## src/rtl/ffa_pkg.sv

```systemverilog
// ----------------------------------------------------------------------------
// ffa_pkg: shared definitions for the first-fit heap allocator
// Field widths, operation and register codes, reset values and the
// command/status bundles passed between controller and datapath.
// ----------------------------------------------------------------------------
package ffa_pkg;

   localparam int ADDR_W    = 32;
   localparam int OP_W      = 2;
   localparam int SIZE_W    = 14;
   localparam int HDR_W     = 14;
   localparam int CSR_IDX_W = 2;

   localparam int DEFAULT_HEAP_WORDS  = 1024;
   localparam int DEFAULT_ALIGN_BYTES = 8;

   // operation codes
   localparam logic [OP_W-1:0] OP_MALLOC  = 2'd0;
   localparam logic [OP_W-1:0] OP_FREE    = 2'd1;
   localparam logic [OP_W-1:0] OP_REALLOC = 2'd2;
   localparam logic [OP_W-1:0] OP_NONE    = 2'd3;

   // register indexes
   localparam logic [CSR_IDX_W-1:0] CSR_HEAP_BASE   = 2'd0;
   localparam logic [CSR_IDX_W-1:0] CSR_HEAP_SIZE   = 2'd1;
   localparam logic [CSR_IDX_W-1:0] CSR_MAX_REQUEST = 2'd2;

   localparam logic [ADDR_W-1:0] HEAP_BASE_RESET   = 32'd0;
   localparam logic [SIZE_W-1:0] HEAP_SIZE_RESET   = 14'd8192;
   localparam logic [SIZE_W-1:0] MAX_REQUEST_RESET = 14'd8192;

   // divider operand select
   localparam logic [1:0] DIV_SEL_HSIZE = 2'd0;
   localparam logic [1:0] DIV_SEL_REQ   = 2'd1;
   localparam logic [1:0] DIV_SEL_FREE  = 2'd2;

   typedef struct packed {
      logic       latch_req;
      logic       clr_result;
      logic       div_start;
      logic [1:0] div_sel;
      logic       fmt_clear;
      logic       fmt_load;
      logic       need_load;
      logic       walk_start;
      logic       walk_step;
      logic       split_write;
      logic       malloc_done;
      logic       free_ok_load;
      logic       free_start;
      logic       free_write;
      logic       rsp_load;
   } ffa_cmd_type;

   typedef struct packed {
      logic            fmt_pending;
      logic            div_done;
      logic [OP_W-1:0] op;
      logic            pa_null;
      logic            req_zero;
      logic            req_ok;
      logic            heap_empty;
      logic            fit;
      logic            split;
      logic            walk_end;
      logic            free_valid;
      logic            rsp_free;
   } ffa_sts_type;

endpackage

```

## src/rtl/ffa_ctrl.sv

```systemverilog
// ----------------------------------------------------------------------------
// ffa_ctrl: allocator controller
// Sequences formatting, the first-fit walk, splitting, freeing and the
// response transfer by commands to the datapath.
// ----------------------------------------------------------------------------
module ffa_ctrl (
   input  logic                 clock,
   input  logic                 reset,
   input  logic                 req_valid,
   output logic                 req_ready,
   input  ffa_pkg::ffa_sts_type sts,
   output ffa_pkg::ffa_cmd_type cmd
);

   localparam logic [3:0] ST_IDLE     = 4'd0;
   localparam logic [3:0] ST_FMT_DIV  = 4'd1;
   localparam logic [3:0] ST_DISPATCH = 4'd2;
   localparam logic [3:0] ST_M_DIV    = 4'd3;
   localparam logic [3:0] ST_M_START  = 4'd4;
   localparam logic [3:0] ST_M_CHK    = 4'd5;
   localparam logic [3:0] ST_M_SPLIT  = 4'd6;
   localparam logic [3:0] ST_M_DONE   = 4'd7;
   localparam logic [3:0] ST_F_DIV    = 4'd8;
   localparam logic [3:0] ST_F_WR     = 4'd9;
   localparam logic [3:0] ST_RESULT   = 4'd10;

   logic [3:0] state_ff, state_in;
   logic       free_after_ff, free_after_in;
   logic       free_report_ff, free_report_in;
   logic       go_malloc;
   logic       go_free;

   always_comb begin
      cmd            = '0;
      state_in       = state_ff;
      free_after_in  = free_after_ff;
      free_report_in = free_report_ff;
      req_ready      = 1'b0;
      go_malloc      = 1'b0;
      go_free        = 1'b0;

      unique case (state_ff)
         ST_IDLE: begin
            if (sts.fmt_pending) begin
               cmd.div_start = 1'b1;
               cmd.div_sel   = ffa_pkg::DIV_SEL_HSIZE;
               cmd.fmt_clear = 1'b1;
               state_in      = ST_FMT_DIV;
            end else begin
               req_ready = 1'b1;
               if (req_valid) begin
                  cmd.latch_req = 1'b1;
                  state_in      = ST_DISPATCH;
               end
            end
         end
         ST_FMT_DIV: begin
            if (sts.div_done) begin
               cmd.fmt_load = 1'b1;
               state_in     = ST_IDLE;
            end
         end
         ST_DISPATCH: begin
            cmd.clr_result = 1'b1;
            free_after_in  = 1'b0;
            free_report_in = 1'b0;
            unique case (sts.op)
               ffa_pkg::OP_MALLOC: begin
                  go_malloc = 1'b1;
               end
               ffa_pkg::OP_FREE: begin
                  free_report_in = 1'b1;
                  go_free        = 1'b1;
               end
               ffa_pkg::OP_REALLOC: begin
                  priority if (sts.pa_null) begin
                     go_malloc = 1'b1;
                  end else if (sts.req_zero) begin
                     go_free = 1'b1;
                  end else begin
                     free_after_in = 1'b1;
                     go_malloc     = 1'b1;
                  end
               end
               default: begin
                  state_in = ST_RESULT;
               end
            endcase
            if (go_malloc) begin
               if (sts.req_ok) begin
                  cmd.div_start = 1'b1;
                  cmd.div_sel   = ffa_pkg::DIV_SEL_REQ;
                  state_in      = ST_M_DIV;
               end else begin
                  state_in = ST_RESULT;
               end
            end
            if (go_free) begin
               cmd.div_start = 1'b1;
               cmd.div_sel   = ffa_pkg::DIV_SEL_FREE;
               state_in      = ST_F_DIV;
            end
         end
         ST_M_DIV: begin
            if (sts.div_done) begin
               cmd.need_load = 1'b1;
               state_in      = ST_M_START;
            end
         end
         ST_M_START: begin
            if (sts.heap_empty) begin
               state_in = ST_RESULT;
            end else begin
               cmd.walk_start = 1'b1;
               state_in       = ST_M_CHK;
            end
         end
         ST_M_CHK: begin
            // one header a cycle: claim it, advance to the next one, or end the walk
            cmd.walk_step = 1'b1;
            priority if (sts.fit) begin
               state_in = sts.split ? ST_M_SPLIT : ST_M_DONE;
            end else if (sts.walk_end) begin
               state_in = ST_RESULT;
            end else begin
               state_in = ST_M_CHK;
            end
         end
         ST_M_SPLIT: begin
            cmd.split_write = 1'b1;
            state_in        = ST_M_DONE;
         end
         ST_M_DONE: begin
            cmd.malloc_done = 1'b1;
            if (free_after_ff) begin
               cmd.div_start = 1'b1;
               cmd.div_sel   = ffa_pkg::DIV_SEL_FREE;
               state_in      = ST_F_DIV;
            end else begin
               state_in = ST_RESULT;
            end
         end
         ST_F_DIV: begin
            if (sts.div_done) begin
               cmd.free_ok_load = free_report_ff;
               if (sts.free_valid) begin
                  cmd.free_start = 1'b1;
                  state_in       = ST_F_WR;
               end else begin
                  state_in = ST_RESULT;
               end
            end
         end
         ST_F_WR: begin
            cmd.free_write = 1'b1;
            state_in       = ST_RESULT;
         end
         ST_RESULT: begin
            if (sts.rsp_free) begin
               cmd.rsp_load = 1'b1;
               state_in     = ST_IDLE;
            end
         end
         default: begin
            state_in = ST_IDLE;
         end
      endcase
   end

   always_ff @(posedge clock) begin
      if (reset) begin
         state_ff       <= ST_IDLE;
         free_after_ff  <= 1'b0;
         free_report_ff <= 1'b0;
      end else begin
         state_ff       <= state_in;
         free_after_ff  <= free_after_in;
         free_report_ff <= free_report_in;
      end
   end

endmodule

```

## config.mk

```make
export PLATFORM = sky130hd
export DESIGN_NAME = ffa_ctrl
export DESIGN_NICKNAME = d
export VERILOG_FILES = /design/src/rtl/ffa_pkg.sv /design/src/rtl/ffa_ctrl.sv
export SDC_FILE = /design/constraint.sdc
export NUM_CORES = 1
export LEC_CHECK = 0
export ABC_AREA = 0
export ABC_CLOCK_PERIOD_IN_PS = 3000
export BUFFER_PORTS_ARGS = -buffer_cell sky130_fd_sc_hd__buf_2
export CAP_MARGIN = 30
export CORE_MARGIN = 3
export CORE_UTILIZATION = 50
export DETAILED_ROUTE_END_ITERATION = 7
export PLACE_DENSITY_LB_ADDON = 0.25
export SLEW_MARGIN = 20
export SYNTH_ARGS = -nofsm -noshare
export SYNTH_HDL_FRONTEND = slang
export SYNTH_SLANG_ARGS = --single-unit
```

## constraint.sdc

```tcl
create_clock -name clock -period 3 [get_ports clock]
set_clock_uncertainty 0.2 [all_clocks]
set_input_delay 0.3 -clock clock [delete_from_list [all_inputs] [get_ports clock]]
set_output_delay 0.3 -clock clock [all_outputs]
set_load 0.01 [all_outputs]
```

---- After elaboration in Yosys (flattened, before gate mapping) ----
Cells that the tools add are included.
word-level totals
  logic and storage cells ................. 80
  register bits ........................... 6
cells by class
  reductions and logical operators ........ 4
  equality and inequality tests ........... 18
  mux-type cells .......................... 55
operator list
  cell                count
  $mux 4              14
  $pmux 4 s11         1
  $mux 1              29
  $eq 4x3->1 const B  4
  $eq 4x4->1 const B  3
  $mux 3              4
  $pmux 3 s3          1
  $eq 4x2->1 const B  2
  $mux 2              4
  $ne 2x2->1 const B  4
  $reduce_and 6->1    1
  $eq 4x1->1 const B  1
  $logic_not 4->1     1
  $ne 4x4->1 const B  1
  $pmux 1 s2          2
  $ne 3x3->1 const B  1
  $reduce_or 3->1     1
  $eq 2x1->1 const B  1
  $eq 2x2->1 const B  1
  $logic_not 2->1     1

---- Logic depth before layout (Yosys ltp) ----
  word-level depth ........................ 7
  depth in mapped cells ................... 7
  depth with buffers taken out ............ 7

---- Worst setup path before layout ----
Ideal clock, no wire load.
  path kind ............................... input -> register
  from .................................... in sts[9] in the netlist's numbering
  to ...................................... reg state_ff[1]
  path buffers ............................ 0
  stages on the path ...................... 7
  arrival time ............................ 1,573 ps
  path slack .............................. 1,105 ps
  cells stage by stage .................... inv_1 -> ha_1 -> and3b_1 -> o21ai_1 -> nand2_1 -> o21ai_2 -> mux2_4
on the way
  longest elaborated chain between the ends .. 6
  elaborated cells on any way between the ends .. 13
  classes of those cells .................. eq/ne: 3; mux: 7; reduce/logical: 3
RTL lines
  item                                                  RTL line         source
  start: declaration                                    ffa_ctrl.sv:11   input ffa_pkg::ffa_sts_type sts,
  $eq 2x2->1 / $logic_not 2->1 (equally long branches)  ffa_ctrl.sv:67   unique case (sts.op)
  $pmux 1 s2                                            ffa_ctrl.sv:67
  $mux 1                                                ffa_ctrl.sv:42   unique case (state_ff)
  $mux 4                                                ffa_ctrl.sv:89   if (go_malloc) begin
  $mux 4                                                ffa_ctrl.sv:98   if (go_free) begin
  $pmux 4 s11                                           ffa_ctrl.sv:42
  end signal: assignment                                ffa_ctrl.sv:176  state_ff <= state_in;
  end: declaration                                      ffa_ctrl.sv:27   logic [3:0] state_ff, state_in;
Several ways; a longest one is shown, not always the timed one. The select of a mux whose other input is x is not followed.
A chain may end at the register's enable or synchronous reset.

==> impl_metrics.py <==
metrics = {
    "route": {
        "via_count": 934,
        "drt_iter0_drc": 39,
        "drt_pass1_iterations": 4,
        "viasPerCell": 6.10,
        "drtAntennaViolNets": 0,
        "drt-total-wl_mm": 2.17,
        "wl_per_cell_um": 14.2,
        "remaining_drc_errors": 0,
    },
    "clock_network": {
        "cts_made_buffers": 3,
        "cts_setup_buffers": 0,
        "hold_buffers": 0,
        "clkLatencyLatePin_ps": 240,
        "path_clk_slew_ps": 40,
        "cts_resized": 0,
        "cts_tree": "yes",
        "h-tree-depth": 1,
        "clk_path_buf_depth": 2,
        "cts.sinks": 6,
        "cts_root_buf": "clkbuf_4",
    },
    "global_route": {
        "grtUsageTotal_pct": 22.2,
        "antenna_found_initial": 0,
        "grt_max_degree": 20,
        "grt_pass1_vias": 839,
        "gr-total-overflow": 0,
        "grt_pass1_wl_mm": 3.45,
    },
    "layout": {
        "drive_gt1_share_pct": 30.4,
        "fill_cells": 125,
        "seq_area_um2": 120,
        "final_cell_mix": "buf_2 (32), nand2_1 (11), inv_1 (9), nor2_1 (9), nor3_1 (8)",
        "syn_to_final_growth_pct": 19.1,
        "multiInputGateArea_um2": 582,
        "nets": 159,
        "layout_commonest_cell": "buf_2",
        "diodes": 0,
    },
    "sta": {
        "setup_tns_ps": 0,
        "period_share_pct": 79.3,
        "relSlewSlack_pct": 53.0,
        "fmax_ghz": 0.420,
        "setup_viol": 0,
        "post-route-min-period_ps": 2380,
        "finalMaxSlewViolations": 0,
        "hold_slack_ps": 121,
        "tightest_slew_ps": 704,
        "rsz0062_at_grt": "false",
        "hold_viol": 0,
    },
    "floorplan": {
        "die_h_um": 45.7,
        "start_util_pct": 56.9,
        "core_um2": 1380,
        "ios": 33,
        "num_rows": 13,
        "die_w_um": 45.7,
        "dieArea_um2": 2090,
    },
    "critical_path": {
        "start_kind": "flip-flop",
        "critPathCaptureType": "output port",
        "cp_data_arrival_time_ps": 1880,
        "worstReg2RegStart": "state_ff[0]$_SDFFE_PP0P_",
        "required_ps": 2500,
        "cp-startpoint": "state_ff[0]$_SDFFE_PP0P_",
        "path_class": "reg -> out",
        "crit_path_max_fanout": 19,
    },
    "logic_synthesis": {
        "synth_seq_cells": 6,
        "postSynthCellCount": 111,
        "synth-main-ff-cell": "dfxtp_1",
        "synth_edf_count": 0,
        "async_flop_share_pct": 0,
        "syn_avg_cell_area_um2": 7.09,
        "synth_top_cell_area_share_pct": 15.3,
        "synth_area_um2": 787,
        "synth.yosys.seq_area_share_pct": 15.3,
        "synth_top_cell_by_area": "dfxtp_1",
        "synth_cell_type_count": 44,
        "yosys_warnings": 0,
        "synth_area_leaders": "dfxtp_1 (15%), nand2_1 (5.2%), nor3_1 (5.1%)",
        "synth.net_count": 130,
    },
    "flow_run": {
        "max-cap-violations": 0,
    },
    "power": {
        "ir_worst_vdd_mv": 0.489,
        "pwr_density_cell_nw_per_um2": 710,
        "power_leakage_nw": 0.428,
    },
    "placement": {
        "place_hpwl_mm": 1.63,
        "port_buffers": 32,
        "place.gp.congestion": 0.879,
    },
    "run_status": {
        "status": "complete, no violations",
    },
    "hold_path": {
        "hp-class": "in -> reg",
        "min_from": "reset",
    },
}
[cells by family (layout without fill, tap and decap cells)]
family                     after synthesis  in the layout  share of synthesized area (%)
DFF                                      6              6                           15.3
AOI/OAI and AO/OA                       27             27                           23.1
buffers and inverters                   17             44                           10.8
adders and majority gates                3              3                           4.77
muxes                                    5              5                           7.15
and+or+nand+nor                         53             53                           39.0
[final cells by class]
cell class | instances | share of cell area [%]
multi-input cells | 88 | 62.1
repair buffers | 32 | 17.1
flip-flops and latches | 6 | 12.8
inverters | 9 | 3.60
clock buffers | 3 | 2.40
well taps | 15 | 2.00
[worst max-delay path: stages, from the launching register on]
cell and delay [ps]:
dfxtp_1 770, nand2b_1 340, nor4b_1 340, buf_2 180
[Yosys cell counts, types with 2 or more instances]
| cell | n |
|---|---|
| mux2i_1 | 3 |
| ha_1 | 3 |
| buf_6 | 2 |
| buf_2 | 2 |
| nor3_1 | 8 |
| nand2_1 | 11 |
| nor2_1 | 9 |
| clkbuf_1 | 3 |
| a21oi_1 | 5 |
| dfxtp_1 | 6 |
| inv_1 | 9 |
| nor4b_1 | 3 |
| nand2b_1 | 5 |
| nor4_1 | 2 |
| nor2b_1 | 4 |
| o211ai_1 | 3 |
| a31oi_1 | 3 |
| o21ai_0 | 4 |
[routing by layer]
layer,routed length (um),global-route usage [%],up-vias
li1,-,-,455
met1,904,27.4,428
met4,12,8.19,0
met3,171,4.74,2
met5,0,0,-
met2,1080,37.3,49
[flip-flops by register name, summed over array words and instances, names as in the netlist]
name and count:
free_report_ff 1, state_ff 4, free_after_ff 1
[stage by stage]
| step | util, % | total power [mW] | area (um^2) | cells | worst slack [ps] |
|---|---|---|---|---|---|
| floorplan | - | 0.503 | 787 | 111 | 1110 |
| global placement | 66.2 | 0.576 | 915 | 150 | 855 |
| detailed placement | 66.2 | 0.585 | 915 | 150 | 811 |
| CTS | 67.8 | 0.662 | 937 | 153 | 649 |
| global route | 67.8 | 0.721 | 937 | 153 | 490 |
| finish | 67.8 | 0.666 | 937 | 153 | 621 |
[final timing paths]
check | endpoint | slack (ps) | cells past startpoint
hold / removal | free_report_ff$_SDFFE_PP0P_ | 120 | 2
setup reg to reg | state_ff[1]$_SDFFE_PP0P_ | 740 | 5
setup / recovery | cmd[8] | 620 | 3
hold reg to reg | free_report_ff$_SDFFE_PP0P_ | 290 | 2
[power breakdown]
part / internal (mW) / switching (mW) / total (mW)
registers: 0.101 / 0.0857 / 0.187
logic: 0.173 / 0.235 / 0.408
clock network: 0.0450 / 0.0255 / 0.0705
Note: power is estimated with default switching activity, not from simulation.
